--- src/hw/rtl/bla_pkg.sv ---
// Shared types and constants for the block lag autocorrelator.
package bla_pkg;

    localparam int MAX_LAG_DEFAULT = 64;
    localparam int SAMPLE_W        = 16;
    localparam int PROD_W          = 2 * SAMPLE_W;
    localparam int CORR_W          = 38;
    localparam int LAG_IDX_W       = 6;
    localparam int CFG_W           = 7;
    localparam int SEEN_W          = 8;
    localparam int M_DATA_W        = ((LAG_IDX_W + CORR_W + 7) / 8) * 8;
    localparam int M_PAD_W         = M_DATA_W - LAG_IDX_W - CORR_W;

    typedef enum logic [1:0] {
        ST_IDLE,
        ST_MAC,
        ST_DRAIN
    } state_t;

    typedef struct packed {
        logic wr_en;
        logic rd_en;
        logic acc_clr;
    } mac_ctrl_t;

endpackage

--- src/hw/rtl/block_lag_autocorrelator.sv ---
// Top level of the block lag autocorrelator with its sequencer.
//
// Samples enter on the s_ channel, one request per sample, with s_tuser set
// on the first sample of a series. The user must write the lag count on the
// cfg_ channel only while the block is idle; the block does not enforce it.
// Zero counts as one and values above MAX_LAG count as MAX_LAG. Once 2N
// samples of a series have arrived, and after every further N samples, the
// block emits N requests on the m_ channel, lag 0 first and m_tlast on
// lag N-1. A sample that emits nothing is taken at once. A sample that
// emits keeps s_tready low until the result of the last lag is registered:
// one shared multiplier and accumulator runs N products per lag and then
// drains its pipeline. The first result appears once the products of lag 0
// have passed the read registers, the product register and the accumulator
// into the result register. If the receiver stalls, the result register
// holds and the multiplier waits at the end of the next lag; no result is
// dropped. Reset empties the pipeline, clears the sample count and sets the
// lag count to one; history contents are not cleared.
module block_lag_autocorrelator #(
    parameter int MAX_LAG = bla_pkg::MAX_LAG_DEFAULT
) (
    input  logic                          aclk,
    input  logic                          aresetn,
    input  logic                          s_tvalid,
    output logic                          s_tready,
    input  logic [15:0]                   s_tdata,  // sample[15:0]
    input  logic                          s_tuser,  // first
    output logic                          m_tvalid,
    input  logic                          m_tready,
    output logic [bla_pkg::M_DATA_W-1:0]  m_tdata,  // lag_index[5:0], correlation[43:6]
    output logic                          m_tlast,
    input  logic                          cfg_valid,
    output logic                          cfg_ready,
    input  logic [bla_pkg::CFG_W-1:0]     cfg_data
);

    localparam int PTR_W  = $clog2(2 * MAX_LAG);
    localparam int IDX_W  = $clog2(MAX_LAG + 1);
    localparam int SPAN_W = IDX_W + 1;

    bla_pkg::state_t    state_reg, state_next;
    bla_pkg::mac_ctrl_t ctrl;

    logic [bla_pkg::CFG_W-1:0]  lag_count_reg;
    logic [PTR_W-1:0]           wr_ptr_reg, wr_ptr_next;
    logic [bla_pkg::SEEN_W-1:0] seen_reg, seen_next;
    logic [IDX_W-1:0]           n_reg, n_next;
    logic [IDX_W-1:0]           half_reg, half_next;
    logic [PTR_W-1:0]           base_reg, base_next;
    logic [IDX_W-1:0]           i_reg, i_next;
    logic [IDX_W-1:0]           j_reg, j_next;

    logic                                 out_vld_reg, out_vld_next;
    logic [bla_pkg::LAG_IDX_W-1:0]        out_lag_reg, out_lag_next;
    logic signed [bla_pkg::CORR_W-1:0]    out_corr_reg, out_corr_next;
    logic                                 out_last_reg, out_last_next;

    logic [IDX_W-1:0]           n_eff;
    logic [SPAN_W-1:0]          span;
    logic [bla_pkg::SEEN_W-1:0] seen_base;
    logic [bla_pkg::SEEN_W-1:0] seen_inc;
    logic                       in_accept;
    logic                       emit;
    logic                       out_free;
    logic                       lag_done;
    logic                       block_done;
    logic [PTR_W-1:0]           new_ptr;
    logic [PTR_W-1:0]           rd_addr_a;
    logic [PTR_W-1:0]           rd_addr_b;
    logic signed [bla_pkg::CORR_W-1:0] acc;
    logic                       busy;

    always_comb begin
        if (lag_count_reg == '0) begin
            n_eff = IDX_W'(1);
        end else if (lag_count_reg > bla_pkg::CFG_W'(MAX_LAG)) begin
            n_eff = IDX_W'(MAX_LAG);
        end else begin
            n_eff = IDX_W'(lag_count_reg);
        end
    end

    assign span       = {n_eff, 1'b0};
    assign seen_base  = s_tuser ? '0 : seen_reg;
    assign seen_inc   = (seen_base == '1) ? seen_base : seen_base + 1'b1;
    assign emit       = seen_inc >= bla_pkg::SEEN_W'(span);
    assign in_accept  = s_tvalid & s_tready;
    assign out_free   = !out_vld_reg || m_tready;
    assign lag_done   = (j_reg == n_reg - 1'b1);
    assign block_done = (i_reg == n_reg - 1'b1);
    assign new_ptr    = wr_ptr_reg + 1'b1;
    assign rd_addr_a  = base_reg + PTR_W'(i_reg) + PTR_W'(j_reg);
    assign rd_addr_b  = base_reg + PTR_W'(half_reg) + PTR_W'(j_reg);

    always_comb begin
        state_next = state_reg;
        case (state_reg)
            bla_pkg::ST_IDLE: begin
                if (s_tvalid && emit) begin
                    state_next = bla_pkg::ST_MAC;
                end
            end
            bla_pkg::ST_MAC: begin
                if (lag_done) begin
                    state_next = bla_pkg::ST_DRAIN;
                end
            end
            bla_pkg::ST_DRAIN: begin
                if (!busy && out_free) begin
                    state_next = block_done ? bla_pkg::ST_IDLE : bla_pkg::ST_MAC;
                end
            end
            default: begin
                state_next = bla_pkg::ST_IDLE;
            end
        endcase
    end

    always_comb begin
        s_tready      = 1'b0;
        ctrl          = '0;
        wr_ptr_next   = wr_ptr_reg;
        seen_next     = seen_reg;
        n_next        = n_reg;
        half_next     = half_reg;
        base_next     = base_reg;
        i_next        = i_reg;
        j_next        = j_reg;
        out_vld_next  = out_vld_reg && !m_tready;
        out_lag_next  = out_lag_reg;
        out_corr_next = out_corr_reg;
        out_last_next = out_last_reg;
        case (state_reg)
            bla_pkg::ST_IDLE: begin
                s_tready = 1'b1;
                if (in_accept) begin
                    ctrl.wr_en  = 1'b1;
                    wr_ptr_next = new_ptr;
                    seen_next   = seen_inc;
                    if (emit) begin
                        seen_next    = bla_pkg::SEEN_W'(n_eff);
                        n_next       = n_eff;
                        half_next    = n_eff >> 1;
                        base_next    = new_ptr - PTR_W'(span) + 1'b1;
                        i_next       = '0;
                        j_next       = '0;
                        ctrl.acc_clr = 1'b1;
                    end
                end
            end
            bla_pkg::ST_MAC: begin
                ctrl.rd_en = 1'b1;
                j_next     = j_reg + 1'b1;
            end
            bla_pkg::ST_DRAIN: begin
                if (!busy && out_free) begin
                    out_vld_next  = 1'b1;
                    out_lag_next  = bla_pkg::LAG_IDX_W'(i_reg);
                    out_corr_next = acc;
                    out_last_next = block_done;
                    if (!block_done) begin
                        i_next       = i_reg + 1'b1;
                        j_next       = '0;
                        ctrl.acc_clr = 1'b1;
                    end
                end
            end
            default: begin
                s_tready = 1'b0;
            end
        endcase
    end

    always_ff @(posedge aclk) begin
        if (!aresetn) begin
            state_reg     <= bla_pkg::ST_IDLE;
            lag_count_reg <= bla_pkg::CFG_W'(1);
            wr_ptr_reg    <= '0;
            seen_reg      <= '0;
            n_reg         <= IDX_W'(1);
            half_reg      <= '0;
            base_reg      <= '0;
            i_reg         <= '0;
            j_reg         <= '0;
            out_vld_reg   <= 1'b0;
        end else begin
            state_reg <= state_next;
            if (cfg_valid && cfg_ready) begin
                lag_count_reg <= cfg_data;
            end
            wr_ptr_reg  <= wr_ptr_next;
            seen_reg    <= seen_next;
            n_reg       <= n_next;
            half_reg    <= half_next;
            base_reg    <= base_next;
            i_reg       <= i_next;
            j_reg       <= j_next;
            out_vld_reg <= out_vld_next;
        end
    end

    always_ff @(posedge aclk) begin
        out_lag_reg  <= out_lag_next;
        out_corr_reg <= out_corr_next;
        out_last_reg <= out_last_next;
    end

    bla_datapath #(
        .MAX_LAG (MAX_LAG),
        .PTR_W   (PTR_W)
    ) u_datapath (
        .aclk      (aclk),
        .aresetn   (aresetn),
        .ctrl      (ctrl),
        .wr_addr   (new_ptr),
        .wr_data   (s_tdata),
        .rd_addr_a (rd_addr_a),
        .rd_addr_b (rd_addr_b),
        .acc       (acc),
        .busy      (busy)
    );

    assign cfg_ready = 1'b1;
    assign m_tvalid  = out_vld_reg;
    assign m_tdata   = {{bla_pkg::M_PAD_W{1'b0}}, out_corr_reg, out_lag_reg};
    assign m_tlast   = out_last_reg;

endmodule

--- src/hw/rtl/bla_datapath.sv ---
// Sample history memory with a shared multiply-accumulate pipeline.
module bla_datapath #(
    parameter int MAX_LAG = bla_pkg::MAX_LAG_DEFAULT,
    parameter int PTR_W   = $clog2(2 * MAX_LAG)
) (
    input  logic                                 aclk,
    input  logic                                 aresetn,
    input  bla_pkg::mac_ctrl_t                   ctrl,
    input  logic [PTR_W-1:0]                     wr_addr,
    input  logic signed [bla_pkg::SAMPLE_W-1:0]  wr_data,
    input  logic [PTR_W-1:0]                     rd_addr_a,
    input  logic [PTR_W-1:0]                     rd_addr_b,
    output logic signed [bla_pkg::CORR_W-1:0]    acc,
    output logic                                 busy
);

    localparam int HIST_DEPTH = 2 * MAX_LAG;

    logic signed [bla_pkg::SAMPLE_W-1:0] hist_mem [HIST_DEPTH];
    logic signed [bla_pkg::SAMPLE_W-1:0] rd_a_reg;
    logic signed [bla_pkg::SAMPLE_W-1:0] rd_b_reg;
    logic signed [bla_pkg::PROD_W-1:0]   prod_reg;
    logic signed [bla_pkg::CORR_W-1:0]   acc_reg;
    logic                                rd_vld_reg;
    logic                                prod_vld_reg;

    always_ff @(posedge aclk) begin
        if (ctrl.wr_en) begin
            hist_mem[wr_addr] <= wr_data;
        end
        if (ctrl.rd_en) begin
            rd_a_reg <= hist_mem[rd_addr_a];
            rd_b_reg <= hist_mem[rd_addr_b];
        end
        prod_reg <= rd_a_reg * rd_b_reg;
    end

    always_ff @(posedge aclk) begin
        if (!aresetn) begin
            rd_vld_reg   <= 1'b0;
            prod_vld_reg <= 1'b0;
            acc_reg      <= '0;
        end else begin
            rd_vld_reg   <= ctrl.rd_en;
            prod_vld_reg <= rd_vld_reg;
            if (ctrl.acc_clr) begin
                acc_reg <= '0;
            end else if (prod_vld_reg) begin
                acc_reg <= acc_reg + bla_pkg::CORR_W'(prod_reg);
            end
        end
    end

    assign acc  = acc_reg;
    assign busy = rd_vld_reg | prod_vld_reg;

endmodule

--- config.mk ---
export PLATFORM = sky130hd
export DESIGN_NAME = block_lag_autocorrelator
export DESIGN_NICKNAME = d
export VERILOG_FILES = /design/src/hw/rtl/bla_pkg.sv /design/src/hw/rtl/block_lag_autocorrelator.sv /design/src/hw/rtl/bla_datapath.sv
export SDC_FILE = /design/constraint.sdc
export NUM_CORES = 2
export LEC_CHECK = 0
export BUFFER_PORTS_ARGS = -buffer_cell sky130_fd_sc_hd__buf_4
export CAP_MARGIN = 10
export CELL_PAD_IN_SITES_DETAIL_PLACEMENT = 0
export CELL_PAD_IN_SITES_GLOBAL_PLACEMENT = 1
export CORE_ASPECT_RATIO = 0.9
export CORE_MARGIN = 4
export CORE_UTILIZATION = 40
export CTS_BUF_LIST = sky130_fd_sc_hd__clkbuf_16
export CTS_CLUSTER_SIZE = 24
export DETAILED_ROUTE_END_ITERATION = 8
export GPL_TIMING_DRIVEN = 0
export PLACE_DENSITY_LB_ADDON = 0.1
export SKIP_LAST_GASP = 1
export SLEW_MARGIN = 20
export SYNTH_ARGS = -nofsm -noshare
export SYNTH_HDL_FRONTEND = slang
export SYNTH_SLANG_ARGS = --single-unit
--- constraint.sdc ---
create_clock -name aclk -period 6.5 [get_ports aclk]
set_input_delay 0.325 -clock aclk [delete_from_list [all_inputs] [get_ports aclk]]
set_output_delay 0.325 -clock aclk [all_outputs]
set_load 0.02 [all_outputs]
After elaboration in Yosys (flattened, before gate mapping):

Memories as Yosys holds them, arrays and structs flattened. A register that Yosys moved wholly into a read port is not among the register bits.
Cells that the tools add are included.

* register bits: 176
* bits in writable memories: 2048
* input port bits: 29
* output and inout bits: 52
* word-level logic and storage cells: 96
* memories: 1

* $add $sub $neg: 12
* multipliers: 1
* magnitude comparators: 2
* eq/ne operators: 11
* multiplexer cells: 31
* bitwise gates (word level): 3
* reduce and logical (&&, ||, !) cells: 18

Memory list
* u_datapath.hist_mem: words 128, bits a word 16, read ports 2, clocked after memory_dff 2, write ports 1, RTL line bla_datapath.sv:19 `logic signed [bla_pkg::SAMPLE_W-1:0] hist_mem [HIST_DEPTH];`

Operators with widths (number)
* $mux 7: 8
* $add 38x32->38: 1
* $mul 16x16->32: 1
* $add 7x1->7 const B: 4
* $mux 8: 3
* $add 7x7->7: 3
* $pmux 7 s3: 1
* $eq 7x7->1: 2
* $pmux 7 s2: 1
* $mux 1: 13
* $ne 2x2->1 const B: 6
* $reduce_and 5->1: 2
* $add 8x1->8 const B: 1
* $eq 8x8->1 const B: 1
* $ge 8x8->1: 1
* $add 7x6->7: 1
* $gt 7x7->1 const B: 1
* $logic_not 7->1: 1
* $sub 7x1->7 const B: 1
* $sub 7x7->7: 1
* $mux 2: 3
* $pmux 2 s3: 1
* $reduce_and 3->1: 2
* $reduce_and 2->1: 2
* 13 further kinds: 17

Logic depth before layout (Yosys ltp):

* depth in word-level cells: 8
* mapped depth: 23
* mapped depth without buffers: 22

Cells and area by module:

A second synthesis with hierarchy kept.

* cell total of the unflattened synthesis: 5961
* area, all modules: 114157.0 um^2

By module, submodules not included
* bla_datapath: times used 1, cells each 5434, area each 108739.3 um^2, sequential area each 63901.3 um^2
* block_lag_autocorrelator: times used 1, cells each 527, area each 5417.7 um^2, sequential area each 2412.3 um^2

Worst setup path before layout:

OpenSTA, ideal clock, no wires.

* path type: flip-flop to flip-flop
* start point: register u_datapath.rd_a_reg[14] (netlist bit), read port of u_datapath.hist_mem
* end point: register u_datapath.prod_reg[31] (netlist bit)
* setup time: 0.121 ns
* data arrival time: 5.950 ns
* data required time: 6.379 ns
* path slack: 0.429 ns
* stages on the path, launching flop included: 23
* buffers on the path: 1
* clock period less this slack: 6.071 ns
* cells stage by stage: edfxtp_1 > clkbuf_1 > and2_1 > fa_1 > inv_1 > fa_1 > fa_1 > inv_1 > fa_1 > fa_1 > inv_1 > fa_1 > inv_1 > ha_1 > a21o_1 > a211oi_1 > o21a_1 > o21ai_0 > nor3_1 > o21ai_0 > a21o_1 > a21o_1 > xnor2_1

* word-level cells in the longest chain between the ends: 1

RTL lines
* from (decl): RTL line bla_datapath.sv:20 `logic signed [bla_pkg::SAMPLE_W-1:0] rd_a_reg;`
* $mul 16x16->32: RTL line bla_datapath.sv:35 `prod_reg <= rd_a_reg * rd_b_reg;`
* to (signal assigned): RTL line bla_datapath.sv:35
* to (decl): RTL line bla_datapath.sv:22 `logic signed [bla_pkg::PROD_W-1:0] prod_reg;`

No other way between the ends.
A chain may end at the register's enable or synchronous reset.

Worst setup path after layout:

* start point: register i_reg[1]
* end point: register u_datapath.rd_a_reg[9] (netlist bit), read port of u_datapath.hist_mem (data pin)

* word-level cells in the longest chain between the ends: 2

RTL lines
* from (decl): RTL line block_lag_autocorrelator.sv:49 `logic [IDX_W-1:0] i_reg, i_next;`
* from (signal assigned): RTL line block_lag_autocorrelator.sv:195 `i_reg <= i_next;`
* $add 7x7->7 (2 in a row): RTL line block_lag_autocorrelator.sv:91 `assign rd_addr_a = base_reg + PTR_W'(i_reg) + PTR_W'(j_reg);`

No other way between the ends.

==> impl.org <==
** Place
- After legalization and detailed placement, the total HPWL measured ~330000 um.
- After detailed placement, the total cell area comes to 0.124 mm^2.
- After detailed placement, the design holds a cell count of 10037.
- Port bufs :: 73
- At the end of routability-driven placement, the weighted congestion stood at 0.936.

** STA
- Of the available clock period, the critical path in the final layout requires 100%.
- The max-slew violation total from the final report was 0.
- Setup repair after global routing missed its margin :: yes
- The tightest hold path in the finished design has a slack of -2.59 ps.
- The hold violation total from the final report came to 5.
- Timing would allow up to 154 MHz.
- PnR worst setup slack :: -7.00 ps
- Setup total negative slack on the finished layout was measured at -7.00 ps.
- Clock skew on the completed layout was measured at ~72 ps.
- In this run the tightest slew margin relative to its limit is between 10% and 20%.
- Slew at the pin closest to its max-slew limit :: 1290 ps
- Setup violations remaining at the end of the flow were counted as 1.
- Min cycle time layout :: roughly 6500 ps

** Detailed routing
- After detailed routing, the met2 layer carries 201000 um of wire.
- First-pass DRT Iterations :: 6
- Met1 wire length :: roughly 180000 um
- Dividing the detail-routed via count by the number of cells gives 6.54.
- After detailed routing, the average wire length per cell comes to 43.6 um.
- Total wirelength of the detailed-routed design :: around 460000 um
- Residual antenna-violating net count after detailed routing :: 0
- Highest routed layer :: met5
- After the first detailed-routing iteration, the DRC count stood at between 10000 and 15000.
- In the detailed route, the total length drawn on met3 is between 50000 and 60000 um.
- Number of remaining DRC errors :: 0
- The routed layout has between 60000 and 70000 vias.

** Min path
- The path with the worst hold slack has its endpoint at u_datapath.hist_mem[25][5].
- Launch point of the worst hold path :: s_tdata[5]
- Cells on Worst Hold Path :: 1
- Type of the tightest min-delay check :: in -> reg

** Power
- Net Sw Power :: 0.0311 W
- IR analysis of the VDD net gives a maximum drop of 0.00197 V.
- Register share of total power :: approximately 23%
- The internal power of the cells totals 0.0423 W.
- Overall power consumption after layout is estimated at 0.0733 W.
- Combinational cells account for around 59% of the total power.
- In this run the static leakage power is approximately 43 nW.
- Switching share of power :: between 40% and 50%
- The clock network accounts for a little under a fifth of the total power.
- For this design the ratio of total power to cell area is 553 mW/mm^2.

** GRT
- Antenna violations before repair :: 40
- Entering global routing, the biggest net connects 129 pins.
- Total routing usage reported by global routing :: just over 30%
- Leftover overflow at the end of global routing :: 0
- First-pass GRT wire length :: just over 600000 um
- The via count of the first global-routing pass is 67410.

** CTS
- In this run the number of H-tree levels came out at 4.
- Root cell of the clock tree :: clkbuf_16
- Buffer levels on the longest clock path :: 4
- The clock reaches the later pin of the worst-skew pair after 950 ps.
- Number of sinks handled by clock tree synthesis :: 2250
- TritonCTS created 241 clock buffers.
- After clock tree synthesis, the clock-pin slew on the worst setup and hold paths is around 60 ps.
- TritonCTS built the clock tree.

** Layout
- Area Growth Syn to Fin :: 16.2%
- Area taken by flip-flops and latches :: between 0.06 and 0.07 mm^2
- The post-route netlist has a little over a third of its cells at a drive strength greater than 1.
- Utilization after layout :: 46.8%
- The layout has 23774 filler cells.
- In the final design database the tool counted about 7100 nets.
- The finished layout holds 10556 standard cells, fillers aside.
- The multi-input combinational cells in the finished layout cover a total of roughly 0.046 mm^2.
- Final Instance Area :: about 0.13 mm^2
- The register with the most flip-flops in the layout has 2048 of them.

** Floorplanning
- The floorplan has between 150 and 200 rows.
- Effective utilization at floorplan :: roughly 40%
- Overall die width :: approximately 570 um
- Area of the die :: 0.294 mm^2
- The core region is 0.283 mm^2.
- Pin placement for this block handled 81 I/O pins.
- Die Span Y :: 515 um

** Synthesis
- Count of unique library cells instantiated by Yosys :: 66
- Post-synthesis instance total :: between 6000 and 7000
- Post-synth top area cell :: edfxtp_1
- Post-synthesis async set-or-reset flop share :: 0%
- The average instance in the mapped netlist occupies 18.8 um^2.
- Area of the mapped netlist :: 0.114 mm^2
- By area the synthesized netlist is led by edfxtp_1, mux4_2, fa_1.
- After synthesis, the largest area contributor takes up 55.9% of total cell area.
- Counting flops and latches in the post-synthesis netlist gives 2250.
- Part of the Yosys area used for sequential elements :: about 58%
- Among all flip-flop cells after synthesis, the most frequent one is edfxtp_1.
- Total of warnings raised by yosys :: 0
- Post-synth EDFFs :: 2125

** Worst setup path
- Data on the critical path arrives at its endpoint at about 7100 ps.
- STA puts the critical path data required time at 7120 ps.
- Type of origin of the critical path :: flip-flop
- The worst setup path is captured at a flip-flop.
- In this run the register-to-register setup slack is -7 ps.
- The number of cells on the worst reg-to-reg path is 12.
- Crit Reg-Reg Endpoint :: u_datapath.rd_a_reg[9]
- Along the worst path, the maximum fanout reaches 10.
- Type of the worst setup path :: reg -> reg
- In this run the critical register-to-register path is launched from i_reg[1].

** Flow run
- The tool flagged a number of max-cap violations equal to 0.

** Outcome
- The final reports fail on negative hold slack, negative setup slack.
- The flow ran to the end, but the final reports show violations.
==> stage by stage <==
stage          hold slack, ps  setup slack [ps]
2_1_floorplan             424               429
3_3_place_gp              444             -1630
3_5_place_dp              453             -1580
4_1_cts                  5.40              -190
5_1_grt                  44.0             -39.2
6_report                -2.59             -7.00
==> per-layer routing <==
metal / global-route usage, % / up-vias
met5: 0 / -
met4: 14.2 / 28
met3: 10.2 / 991
met2: 45.7 / 4497
met1: 42.5 / 37546
li1: - / 25972
==> repair_timing <==
action / 4_1_cts / 5_1_grt
hold buffers: 24 / 1
gates resized for setup: 62 / 57
setup buffers: 22 / 23
gates cloned: 0 / 0
hold endpoints to repair: 330 / 55
setup endpoints to repair: 20 / 11
pin swaps: 7 / 18
==> power by group through the flow <==
stage,Sequential [W],Clock (W),Combinational [W]
final,0.0168,0.0135,0.0430
after global placement,0.0172,0,0.0386
after floorplan,0.0170,0,0.0255
after CTS,0.0168,0.0136,0.0416
after global routing,0.0168,0.0142,0.0467
after detailed placement,0.0171,0,0.0389
==> worst max-delay path by stage <==
stage | end | cells after the start | startpoint | slack [ps]
floorplan | u_datapath.prod_reg[31] | 22 | u_datapath.rd_a_reg[14] | 430
global placement | u_datapath.prod_reg[31] | 20 | u_datapath.rd_a_reg[10] | -1630
detailed placement | u_datapath.prod_reg[31] | 20 | u_datapath.rd_a_reg[11] | -1580
CTS | u_datapath.prod_reg[31] | 22 | u_datapath.rd_a_reg[14] | -190
global route | u_datapath.prod_reg[25] | 22 | u_datapath.rd_a_reg[14] | -40
finish | u_datapath.rd_a_reg[9] | 12 | i_reg[1] | -7
==> synth_stat cells (16+ instances only) <==
| master | instances |
|---|---|
| a211oi_1 | 30 |
| fa_1 | 278 |
| mux2i_1 | 46 |
| nor3_1 | 21 |
| dfxtp_1 | 125 |
| clkbuf_1 | 220 |
| nand3_1 | 39 |
| mux2_2 | 26 |
| xor2_1 | 34 |
| mux4_2 | 1315 |
| inv_1 | 316 |
| buf_2 | 129 |
| a31oi_1 | 22 |
| ha_1 | 151 |
| xnor2_1 | 82 |
| o21ai_0 | 61 |
| buf_1 | 21 |
| nand2_1 | 291 |
| a21o_1 | 29 |
| o211ai_1 | 16 |
| nor2_1 | 253 |
| and2_1 | 140 |
| a21oi_1 | 102 |
| edfxtp_1 | 2125 |
| nor2b_1 | 41 |
==> placed cells by master, fill, tap and decap left out, types with 20 or more instances in the layout <==
cell / instances
mux2i_1: 46
dfxtp_1: 125
nand2_1: 289
nor2b_1: 40
nor3_1: 20
ha_1: 146
inv_1: 368
clkbuf_2: 123
dlygate4sd3_1: 25
buf_6: 33
bufinv_16: 20
mux4_2: 1315
buf_4: 118
a21oi_1: 99
buf_12: 45
edfxtp_1: 2125
clkinv_1: 59
xnor2_1: 75
nor2_1: 124
nand3_1: 35
and2_1: 140
fa_1: 268
nor2_4: 128
clkinv_2: 32
mux2_2: 26
clkbuf_1: 75
o21ai_0: 58
xor2_1: 30
buf_2: 143
a31oi_1: 22
clkbuf_16: 244
buf_16: 87
a211oi_1: 25
a21o_1: 29
==> kinds of logic (layout without fill, tap and decap cells) <==
| logic type | after synthesis | in the layout | share of synthesized area, % |
|---|---|---|---|
| buffers and inverters | 701 | 1418 | 2.50 |
| xor gates and xnor gates | 119 | 119 | 0.949 |
| DFF | 2250 | 2250 | 58.1 |
| AOI/OAI and AO/OA | 334 | 334 | 1.86 |
| adders and majority gates | 429 | 429 | 6.53 |
| and+or+nand+nor | 855 | 855 | 3.46 |
| muxes | 1387 | 1387 | 26.6 |
| other | 2 | 24 | 0.00658 |
==> worst max-delay path, stage by stage (launching register included) <==
cell and delay (ps):
dfxtp_1 520, fa_1 500, ha_1 290, buf_2 360, clkbuf_1 500, buf_2 580
buf_1 990, mux4_2 460, mux4_2 500, mux2i_1 850, nand2_1 100, o21ai_0 290
o21ai_0 250
==> area by class of cell <==
type | instances | area share [%]
sequential | 2250 | 50.0
multi-input combinational | 3129 | 34.9
clock buffer | 244 | 4.60
timing repair buffer | 294 | 3.57
tap | 3740 | 3.53
buffer | 383 | 1.46
clock inverter | 180 | 1.02
inverter | 317 | 0.897
antenna | 19 | 0.0359
Power figures use the tool's default switching activity.
